[src/imf_pkg.sv]
// ----------------------------------------------------------------------------
// imf_pkg: shared types for the multiply-with-flags block
// command codes, transaction payloads, flag bit positions
// ----------------------------------------------------------------------------
package imf_pkg;

    typedef enum logic [1:0] {
        CMD_MUL_BYTE  = 2'd0,
        CMD_MUL_WORD  = 2'd1,
        CMD_IMUL_BYTE = 2'd2,
        CMD_IMUL_WORD = 2'd3
    } cmd_t;

    // flag word bit positions
    localparam int unsigned FLAG_CF = 0;
    localparam int unsigned FLAG_PF = 2;
    localparam int unsigned FLAG_AF = 4;
    localparam int unsigned FLAG_ZF = 6;
    localparam int unsigned FLAG_SF = 7;
    localparam int unsigned FLAG_OF = 11;

    typedef struct packed {
        cmd_t        cmd;
        logic [15:0] acc_value;
        logic [15:0] operand_value;
        logic [15:0] flags_in;
    } op_item_t;

    typedef struct packed {
        logic [15:0] ax_out;
        logic [15:0] dx_out;
        logic        dx_write;
        logic [15:0] flags_out;
    } res_item_t;

    // registered product stage, handed from the multiplier to the flag unit
    typedef struct packed {
        logic        word;
        logic        sgn;
        logic [31:0] product;
        logic [15:0] flags_in;
    } prod_stage_t;

    function automatic logic cmd_is_word(cmd_t cmd);
        return (cmd == CMD_MUL_WORD) || (cmd == CMD_IMUL_WORD);
    endfunction

    function automatic logic cmd_is_signed(cmd_t cmd);
        return (cmd == CMD_IMUL_BYTE) || (cmd == CMD_IMUL_WORD);
    endfunction

endpackage

[src/imf_mult.sv]
// ----------------------------------------------------------------------------
// imf_mult: operand extension and 17x17 signed multiply
// byte forms extend the low bytes, word forms the full words
// ----------------------------------------------------------------------------
module imf_mult
(
    input  imf_pkg::op_item_t    op,
    output imf_pkg::prod_stage_t prod
);

    logic               word;
    logic               sgn;
    logic signed [16:0] a_ext;
    logic signed [16:0] b_ext;
    logic signed [33:0] full;

    always_comb
    begin
        word = imf_pkg::cmd_is_word(op.cmd);
        sgn  = imf_pkg::cmd_is_signed(op.cmd);
        if (word)
        begin
            a_ext = {sgn & op.acc_value[15], op.acc_value};
            b_ext = {sgn & op.operand_value[15], op.operand_value};
        end
        else
        begin
            a_ext = {{9{sgn & op.acc_value[7]}}, op.acc_value[7:0]};
            b_ext = {{9{sgn & op.operand_value[7]}}, op.operand_value[7:0]};
        end
        full = a_ext * b_ext;

        prod.word     = word;
        prod.sgn      = sgn;
        prod.product  = full[31:0];
        prod.flags_in = op.flags_in;
    end

endmodule

[src/imf_flags.sv]
// ----------------------------------------------------------------------------
// imf_flags: result split and flag evaluation
// one add of high half plus carry-in gives all six arithmetic flags
// ----------------------------------------------------------------------------
module imf_flags
(
    input  imf_pkg::prod_stage_t prod,
    output imf_pkg::res_item_t   res
);

    logic [15:0] high;
    logic        cin;
    logic [15:0] sum_raw;
    logic [15:0] sum;
    logic        nonzero;
    logic [15:0] flags;

    always_comb
    begin
        if (prod.word)
        begin
            high = prod.product[31:16];
            cin  = prod.sgn & prod.product[15];
        end
        else
        begin
            high = {8'd0, prod.product[15:8]};
            cin  = prod.sgn & prod.product[7];
        end
        sum_raw = high + {15'd0, cin};
        // byte forms keep the low byte of the sum only
        sum     = prod.word ? sum_raw : {8'd0, sum_raw[7:0]};
        nonzero = |sum;

        flags                   = prod.flags_in;
        flags[imf_pkg::FLAG_CF] = nonzero;
        flags[imf_pkg::FLAG_OF] = nonzero;
        flags[imf_pkg::FLAG_ZF] = ~nonzero;
        flags[imf_pkg::FLAG_PF] = ~^sum[7:0];
        // carry-in only enters bit 0, so bit 4 of high^cin^sum is this
        flags[imf_pkg::FLAG_AF] = high[4] ^ sum[4];
        flags[imf_pkg::FLAG_SF] = prod.word ? sum[15] : sum[7];

        res.ax_out    = prod.word ? prod.product[15:0] : prod.product[15:0];
        res.dx_out    = prod.word ? prod.product[31:16] : 16'd0;
        res.dx_write  = prod.word;
        res.flags_out = flags;
    end

endmodule

[src/mul_imul_with_flags.sv]
// ----------------------------------------------------------------------------
// mul_imul_with_flags: 8086 multiply group with flag result
// path: an accepted operand transaction passes the product register, then the result register
// throughput: one transaction per cycle while res_stall is low, set by the two-stage pipeline
// (17x17 multiply into the product register, flag add into the result register)
// reset: rst_n clears both stage valid bits; payload registers are not reset
// ----------------------------------------------------------------------------
module mul_imul_with_flags
(
    input  logic                clk,
    input  logic                rst_n,

    // operand channel
    input  logic                op_valid,
    output logic                op_stall,
    input  imf_pkg::op_item_t   op_data,

    // result channel
    output logic                res_valid,
    input  logic                res_stall,
    output imf_pkg::res_item_t  res_data
);

    // stage 1: product register
    logic                  prod_valid_reg;
    logic                  prod_valid_next;
    imf_pkg::prod_stage_t  prod_reg;
    imf_pkg::prod_stage_t  prod_next;

    // stage 2: result register, drives the result channel directly
    logic                  res_valid_reg;
    logic                  res_valid_next;
    imf_pkg::res_item_t    res_reg;
    imf_pkg::res_item_t    res_next;

    logic                  res_take;
    logic                  prod_take;
    logic                  op_take;

    imf_mult u_mult
    (
        .op   (op_data),
        .prod (prod_next)
    );

    imf_flags u_flags
    (
        .prod (prod_reg),
        .res  (res_next)
    );

    // each stage advances when the stage after it is empty or draining
    always_comb
    begin
        res_take  = ~res_valid_reg | ~res_stall;
        prod_take = ~prod_valid_reg | res_take;
        op_take   = op_valid & prod_take;

        // result register loads whatever the product stage holds when free
        res_valid_next  = res_take ? prod_valid_reg : res_valid_reg;
        prod_valid_next = prod_take ? op_valid : prod_valid_reg;
    end

    assign op_stall  = ~prod_take;
    assign res_valid = res_valid_reg;
    assign res_data  = res_reg;

    always_ff @(posedge clk or negedge rst_n)
    begin
        if (!rst_n)
        begin
            prod_valid_reg <= 1'b0;
            res_valid_reg  <= 1'b0;
        end
        else
        begin
            prod_valid_reg <= prod_valid_next;
            res_valid_reg  <= res_valid_next;
        end
    end

    // payload registers, no reset
    always_ff @(posedge clk)
    begin
        if (op_take)
        begin
            prod_reg <= prod_next;
        end
        if (res_take && prod_valid_reg)
        begin
            res_reg <= res_next;
        end
    end

    // a stall toward the operand side only when both stages are full
    a_stall_full: assert property (@(posedge clk) disable iff (!rst_n)
        op_stall |-> (prod_valid_reg && res_valid_reg))
        else $error("operand stall with a free pipeline stage");

    // a new result appears only out of a filled product stage
    a_res_source: assert property (@(posedge clk) disable iff (!rst_n)
        $rose(res_valid_reg) |-> $past(prod_valid_reg))
        else $error("result valid without a product transaction");

    // byte forms never carry a high half
    a_dx_zero: assert property (@(posedge clk) disable iff (!rst_n)
        res_valid_reg |-> (res_reg.dx_write || (res_reg.dx_out == 16'd0)))
        else $error("byte form with nonzero dx");

    // carry and overflow are one flag, and exclude zero
    a_cf_of: assert property (@(posedge clk) disable iff (!rst_n)
        res_valid_reg |->
            ((res_reg.flags_out[imf_pkg::FLAG_CF] == res_reg.flags_out[imf_pkg::FLAG_OF])
            && !(res_reg.flags_out[imf_pkg::FLAG_CF] && res_reg.flags_out[imf_pkg::FLAG_ZF])))
        else $error("inconsistent carry, overflow and zero flags");

endmodule
[config.mk]
export PLATFORM = sky130hd
export DESIGN_NAME = mul_imul_with_flags
export DESIGN_NICKNAME = d
export VERILOG_FILES = /design/src/imf_pkg.sv /design/src/imf_mult.sv /design/src/imf_flags.sv /design/src/mul_imul_with_flags.sv
export SDC_FILE = /design/constraint.sdc
export NUM_CORES = 1
export LEC_CHECK = 0
export ABC_CLOCK_PERIOD_IN_PS = 5000
export BUFFER_PORTS_ARGS = -buffer_cell sky130_fd_sc_hd__buf_2
export CORE_ASPECT_RATIO = 1.1
export CORE_UTILIZATION = 30
export DETAILED_ROUTE_END_ITERATION = 10
export PLACE_DENSITY = 0.53
export SLEW_MARGIN = 20
export SYNTH_ARGS = -nofsm -noshare
export SYNTH_HDL_FRONTEND = slang
export SYNTH_SLANG_ARGS = --single-unit
[constraint.sdc]
create_clock -name clk -period 5 [get_ports clk]
set_input_delay 1.25 -clock clk [delete_from_list [all_inputs] [get_ports clk]]
set_output_delay 1.25 -clock clk [all_outputs]
set_load 0.1 [all_outputs]
**Word level (Yosys, flattened, before mapping)**

Cells that the tools add are included.

- $add $sub $neg: 1
- Bitwise logic cells: 15
- Reduce and logical (&&, ||, !) cells: 5
- Equality and inequality tests: 3
- Multiply operators: 1
- Muxes and demuxes: 6

Operators with widths:

| operator | count |
|---|---|
| $mux W17 | 2 |
| $mul A17 B17 Y32 | 1 |
| $mux W16 | 2 |
| $add A16 B1 Y16 | 1 |
| $reduce_or A16 Y1 | 1 |
| $reduce_xnor A8 Y1 | 1 |
| $and A1 B1 Y1 | 7 |
| $not A1 Y1 | 5 |
| $eq A2 B2 Y1 const B | 2 |
| $eq A2 B1 Y1 const B | 1 |
| $logic_or A1 B1 Y1 | 2 |
| $mux W1 | 2 |
| $or A1 B1 Y1 | 2 |
| $logic_and A1 B1 Y1 | 1 |
| $xor A1 B1 Y1 | 1 |

- Bits in registers: 101
- Bits of input ports: 54
- Output and inout port bits: 51
- Word-level logic and storage cells: 41

**Longest topological paths before layout**

Gate-level depths: netlist of the first run.

- Depth in word-level cells: 6
- Mapped depth: 27
- Depth with buffers taken out: 24

**Modules after synthesis**

A second synthesis of the first run with hierarchy kept.

- Cell total of the unflattened synthesis: 1464
- Area, all modules: 14813.0 µm²

Modules (own cells, without submodules):

| module | seq. area each (µm²) | times used | cells an instance | area each (µm²) |
|---|---|---|---|---|
| imf_mult | 0.0 | 1 | 1220 | 10751.6 |
| mul_imul_with_flags | 3022.9 | 1 | 107 | 3065.4 |
| imf_flags | 0.0 | 1 | 137 | 996.0 |

**Worst setup path after synthesis of the first run**

OpenSTA, ideal clock, no wires.

- Path kind: input port to flip-flop
- Start: input port op_data[48] in the netlist's numbering
- End: register prod_reg[46] in the netlist's numbering, data pin
- Buffers on the path: 4
- Arrival time: 7.351 ns
- Required time: 4.738 ns
- Cell stages on the path: 26
- Setup slack: -2.613 ns
- Cells stage by stage: clkbuf_1 clkbuf_1 clkbuf_1 nand2_1 nand2_1 clkbuf_1 nand2_1 fa_1 inv_1 fa_1 inv_1 fa_1 inv_1 fa_1 fa_1 inv_1 fa_1 inv_1 ha_1 a21oi_1 o21bai_1 a211o_1 a221oi_1 nand2_1 a211oi_1 xnor2_1

RTL lines:

| item | line | RTL |
|---|---|---|
| start, declared | mul_imul_with_flags.sv:16 | `input imf_pkg::op_item_t op_data,` |
| end signal, assigned | mul_imul_with_flags.sv:87 | `prod_reg <= prod_next;` |
| end, declared | mul_imul_with_flags.sv:27 | `imf_pkg::prod_stage_t prod_reg;` |

==> impl_metrics.yaml, run 1 <==
cells_and_area:
  largest_register_ffs: 48
  final_layout_size_suffix_gt1_share_pct: 29.1
  layout_commonest_cell: "inv_1"
  syn2layout_area_growth_pct: 28.8
  nNetsFinal: 2101
  final_cell_mix: "inv_1 (274), fa_1 (271), buf_4 (193)"
  num-fill-cells: 4581
placement:
  post-dp-hpwl_mm: 30.7
  port_buffers: 98
  gp_congestion: 0.880
timing:
  grt_setup_unrepaired: "yes"
  worst_slew_pin_slew_ns: 0.975
  final_critical_path_setup_slack_ns: -1.69
  final_hold_viol_count: 0
  setup-violations-final: 22
  timing.clock.skew_ns: 0.0208
  setup_tns_ns: -28.87
  finalWorstPathRequiredPeriod_ns: 6.69
  final_min_period_over_clock_period_pct: 134
  slew_headroom_pct: 34.9
  timing_max_transition_violations_final: 0
  fmax_ghz: 0.149
yosys:
  synthCells: 1393
  synthesis.nets: 1817
  synth-seq-cells: 94
  post_synth_num_cell_types: 60
  synth_edf_count: 92
  synth.top_cell.area_share_pct: 40.0
  yosys.area.top_type: "fa_1"
  postSynth.topFlopCell: "edfxtp_1"
  synth_area_mm2: 0.0141
  yosys_warnings: 0
  synth-seq-area-share_pct: 19.9
  synthesis.area_per_instance_um2: 10.1
  ys_top_cells_by_area: "fa_1 (40%), edfxtp_1 (20%), inv_1 (7.9%)"
  synth-async-reset-ratio_pct: 2.13
worst_setup_path:
  worst-setup-path-type: "in2reg"
  crit_required_ns: 5.12
  cp-end-kind: "register"
  critical_path.reg2reg.endpoint: "res_data[6]"
  critical_path_peak_fanout: 8
  launch_instance_of_the_worst_register_to_register_path: "prod_reg[49]"
  reg2reg_setup_slack_ns: 1.76
  cp_data_arrival_time_ns: 6.81
  worstRegToRegCells: 11
  timing.critical_path.from_type: "input pin"
detailed_routing:
  dr.first_iter.drc_count: 440
  detail_route.wl_per_cell_um: 15.8
  via_count: 10300
  drt.antenna.violating_nets: 0
  drc_errors: 0
  detail_route.wirelength_mm: 36.1
  first_pass_iters: 5
  vias_per_cell: 4.52
die:
  ios: 105
  placeableCoreArea_mm2: 0.0465
  rows: 83
  die-height_um: 230
  fp.dieArea_mm2: 0.0479
  initial_core_util_pct: 30.3
  die_w_um: 209
clock_network:
  clock_pin_slew_on_the_worst_setup_and_hold_paths_ns: 0.07
  clock_latency_ns: 0.37
  cts_tree: "yes"
  cts_buffers: 9
  max-clock-path-buffers: 2
  cts_sinks: 94
  postCtsHoldBufs: 0
  htreeDepth: 3
  clock-root-buffer: "clkbuf_16"
hold_path:
  min-delay-start: "prod_reg[17]"
  timing.hold.worst_endpoint: "res_data[34]"
  worst_hold_path.num_cells: 0
  timing.hold.worst.class: "reg2reg"
global_route:
  gr-usage-all-layers_pct: 15.8
  antenna_found_initial: 1
  pin_count_of_the_biggest_net_entering_global_routing: 32
  grt.overflow.total: 0
  first_global_vias: 11500
  grt_first_pass_wirelength_mm: 59.6
outcome:
  outcome: "finished with violations"
  failed_checks: "setup timing"
run:
  max_cap_violations: 0
-- synth_stat cells (2+ instances only) --
library cell	number
inv_1	298
fa_1	282
nand2_1	209
and2_1	116
edfxtp_1	92
ha_1	88
clkbuf_1	49
nor2_1	45
xnor2_1	38
a21oi_1	33
xor2_1	14
o21ai_0	12
nand3_1	11
a21o_1	10
o21a_1	7
nand2b_1	6
and3_1	5
nand4_1	5
nor2b_1	5
o21ai_1	5
o21bai_1	5
a211oi_1	4
mux2_2	3
nand3b_1	3
o211ai_1	3
a2111o_1	2
a211o_1	2
a21boi_1	2
a221o_1	2
and3b_1	2
dfrtp_1	2
mux2i_1	2
nor4_1	2
o41ai_1	2
or3_1	2
-- through the flow --
| stage | utilization [%] | setup slack, ns | instances | hold slack (ns) | instance area (µm²) |
|---|---|---|---|---|---|
| finish | 39.1 | -1.69 | 2278 | 0.420 | 18200 |
| global route | 39.1 | -1.97 | 2277 | 0.427 | 18200 |
| CTS | 38.2 | -1.67 | 2261 | 0.421 | 17800 |
| detailed placement | 36.2 | -2.33 | 2218 | 0.405 | 16800 |
| global placement | 36.2 | -2.29 | 2218 | 0.401 | 16800 |
| floorplan | - | -1.83 | 1393 | 0.400 | 14600 |
-- critical path, cell delays in order --
cell	delay [ns]
buf_12	0.11
nand3b_1	0.25
buf_12	0.21
nand2_8	0.08
buf_12	0.11
nand2_4	0.04
fa_1	0.50
inv_1	0.05
fa_1	0.48
inv_1	0.05
fa_1	0.49
inv_1	0.05
fa_1	0.47
fa_1	0.54
inv_2	0.04
fa_1	0.51
inv_2	0.06
ha_4	0.28
nand4_1	0.10
a211oi_2	0.24
a21oi_2	0.12
o21a_1	0.23
o211ai_1	0.26
a41oi_2	0.15
xnor2_1	0.15
-- worst max-delay path by stage --
stage / from / end / slack, ns / cells past startpoint
global placement: op_data[48] / prod_reg[46] / -2.29 / 24
detailed placement: op_data[48] / prod_reg[46] / -2.33 / 24
CTS: op_data[48] / prod_reg[43] / -1.67 / 24
finish: op_data[48] / prod_reg[47] / -1.69 / 25
floorplan: op_data[48] / prod_reg[47] / -1.83 / 26
global route: op_data[48] / prod_reg[47] / -1.97 / 25
-- cell families (layout without fill, tap and decap cells) --
kind of cell | Yosys count | count (layout) | synth area share (%)
adder cells (fa/ha/maj) | 370 | 370 | 47.8
multiplexers | 5 | 5 | 0.381
AO/OA/AOI/OAI | 106 | 106 | 5.16
flip-flops | 94 | 94 | 19.9
AND/OR/NAND/NOR | 416 | 418 | 14.1
buffers and inverters | 350 | 637 | 9.39
XOR/XNOR | 52 | 52 | 3.23
other | 0 | 1 | 0
-- layer usage --
layer / GRT usage, % / routed length, µm / up-vias
met5: 0 / 0 / -
met3: 2.29 / 1530 / 56
met2: 27.8 / 17800 / 248
met4: 4.76 / 856 / 0
met1: 19.9 / 15900 / 5180
li1: - / - / 4807
-- cell type report --
class	instances	area [µm²]	share of cell area [%]
diodes	1	2.50	0.0138
clock buffers	9	225	1.24
clock inverters	7	78.8	0.433
inverters	299	1120	6.17
multi-input cells	951	10800	59.3
flip-flops and latches	94	2810	15.5
well taps	595	744	4.09
repair buffers	322	2410	13.2
-- repair_timing --
| item | CTS | global route |
|---|---|---|
| gates resized for setup | 99 | 78 |
| setup buffers | 26 | 18 |
| pin swaps | 53 | 36 |
| setup endpoints to repair | 24 | 24 |
| cloned | 2 | 1 |
Power of run 1 is left out: the tool's default activity adds up to more than one toggle a clock period on the data nets, which glitch-free logic cannot reach.
==> inputs of run 2 (changes only) <==
- CORE_ASPECT_RATIO: 1.1 -> 1.2
==> run 2 against run 1 <==
  * Hold slack got worse by 0.00060 ns
  * Clock skew down 0.014 ns
  * First-iteration DRC count is 9.5% lower
  * The flow still finishes with violations (setup timing)
  * Die area about the same
  * Worst setup slack better by 0.019 ns
==> impl_metrics.yaml, run 2 (same netlist as run 1, synthesis figures left out) <==
detailed_routing:
  first_pass_iters: 4
  vias_per_cell: 4.47
  via_count: 10300
  detail_route.wirelength_mm: 36.3
  dr.first_iter.drc_count: 398
  drc_errors: 0
  drt.antenna.violating_nets: 0
  detail_route.wl_per_cell_um: 15.7
worst_setup_path:
  timing.critical_path.from_type: "input pin"
  worstRegToRegCells: 12
  critical_path.top_delay_family: "adder cells"
  timing.critical_path.buf_inv: 7
  cp_data_arrival_time_ns: 6.79
  launch_instance_of_the_worst_register_to_register_path: "prod_reg[49]"
  critical-path-top-cell-by-count: "fa_1"
  cp-end-kind: "register"
  crit_slowest_cell: "fa_1"
  critical_path.reg2reg.endpoint: "res_data[11]"
  worst-setup-path-type: "in2reg"
  crit_required_ns: 5.12
  reg2reg_setup_slack_ns: 1.90
  max_stage_delay_ns: 0.57
  critical_path_cell_count: 25
  critical_path_peak_fanout: 6
placement:
  port_buffers: 98
  post-dp-hpwl_mm: 31.0
  gp_congestion: 0.880
  detailedPlace.worstSlack_ns: -2.34
cells_and_area:
  nNetsFinal: 2112
  final_layout_size_suffix_gt1_share_pct: 29.9
  layout_commonest_cell: "inv_1"
  fin_util_pct: 39.5
  largest_register_ffs: 48
  final_cell_mix: "inv_1 (271), fa_1 (269), buf_4 (203)"
  syn2layout_area_growth_pct: 29.2
  insertedDiodeCount: 0
outcome:
  outcome: "finished with violations"
  failed_checks: "setup timing"
global_route:
  globalRouteMet1Util_pct: 19.0
  pin_count_of_the_biggest_net_entering_global_routing: 45
  grt.busiest_layer: "met2"
  first_global_vias: 11700
  m2_gr_usage_pct: 30.5
  groute.layer.met3.usage_pct: 1.66
  grt_first_pass_wirelength_mm: 60.7
  antenna_found_initial: 0
  gr-usage-all-layers_pct: 16.3
  grt.overflow.total: 0
die:
  die_w_um: 200
  die-height_um: 240
  fp.dieArea_mm2: 0.0479
  ios: 105
  placeableCoreArea_mm2: 0.0462
  rows: 86
  initial_core_util_pct: 30.6
timing:
  timing_max_transition_violations_final: 0
  hold_slack_ns: 0.419
  finalWorstPathRequiredPeriod_ns: 6.68
  final_critical_path_setup_slack_ns: -1.68
  slew_headroom_pct: 37.9
  timing.clock.skew_ns: 0.00717
  fmax_ghz: 0.150
  final_hold_viol_count: 0
  grt_setup_unrepaired: "yes"
  setup-violations-final: 23
  final_min_period_over_clock_period_pct: 134
  worst_slew_pin_slew_ns: 0.930
clock_network:
  cts_sinks: 94
  clock-root-buffer: "clkbuf_16"
  cts_tree: "yes"
  postCtsHoldBufs: 0
  max-clock-path-buffers: 2
  cts_buffers: 9
  clock_latency_ns: 0.36
  htreeDepth: 3
  clock_pin_slew_on_the_worst_setup_and_hold_paths_ns: 0.08
hold_path:
  timing.hold.worst.class: "reg2reg"
  min-delay-start: "prod_reg[18]"
  worst_hold_path.num_cells: 0
  timing.hold.worst_endpoint: "res_data[35]"
run:
  max_cap_violations: 0
[run 2: routing by layer]
metal | up-vias | routed length, µm
met1 | 5214 | 14800
met2 | 234 | 19100
met3 | 61 | 1340
met5 | - | 0
li1 | 4821 | -
met4 | 0 | 1090
[run 2: layout make-up]
cell class / instances / area (µm²)
clock inverters: 7 / 70.1
inverters: 299 / 1120
fillers: 4567 / 27900
flip-flops and latches: 94 / 2810
clock buffers: 9 / 225
well taps: 616 / 771
repair buffers: 334 / 2490
multi-input cells: 950 / 10700
[run 2: worst max-delay path by stage]
stage | start | slack, ns | to
after floorplan | op_data[48] | -1.83 | prod_reg[47]
after global placement | op_data[49] | -2.22 | prod_reg[46]
after detailed placement | op_data[49] | -2.34 | prod_reg[47]
after CTS | op_data[49] | -1.67 | prod_reg[47]
after global routing | op_data[49] | -1.87 | prod_reg[47]
final | op_data[49] | -1.68 | prod_reg[47]
[run 2: what timing repair did]
action | CTS | global route
endpoints found under the setup margin | 24 | 24
endpoints found under the hold margin | 0 | 0
cloned | 1 | 0
setup buffers | 30 | 14
gates resized for setup | 126 | 61
pin swaps | 100 | 37
[run 2: metrics by stage]
stage          area, µm²  TNS (ns)  cells
2_1_floorplan      14600    -30.98   1393
3_3_place_gp       16900    -42.18   2251
3_5_place_dp       16900    -43.43   2251
4_1_cts            18000    -28.60   2296
5_1_grt            18200    -33.73   2309
6_report           18200    -29.23   2309
Power of run 2 is left out for the same reason.
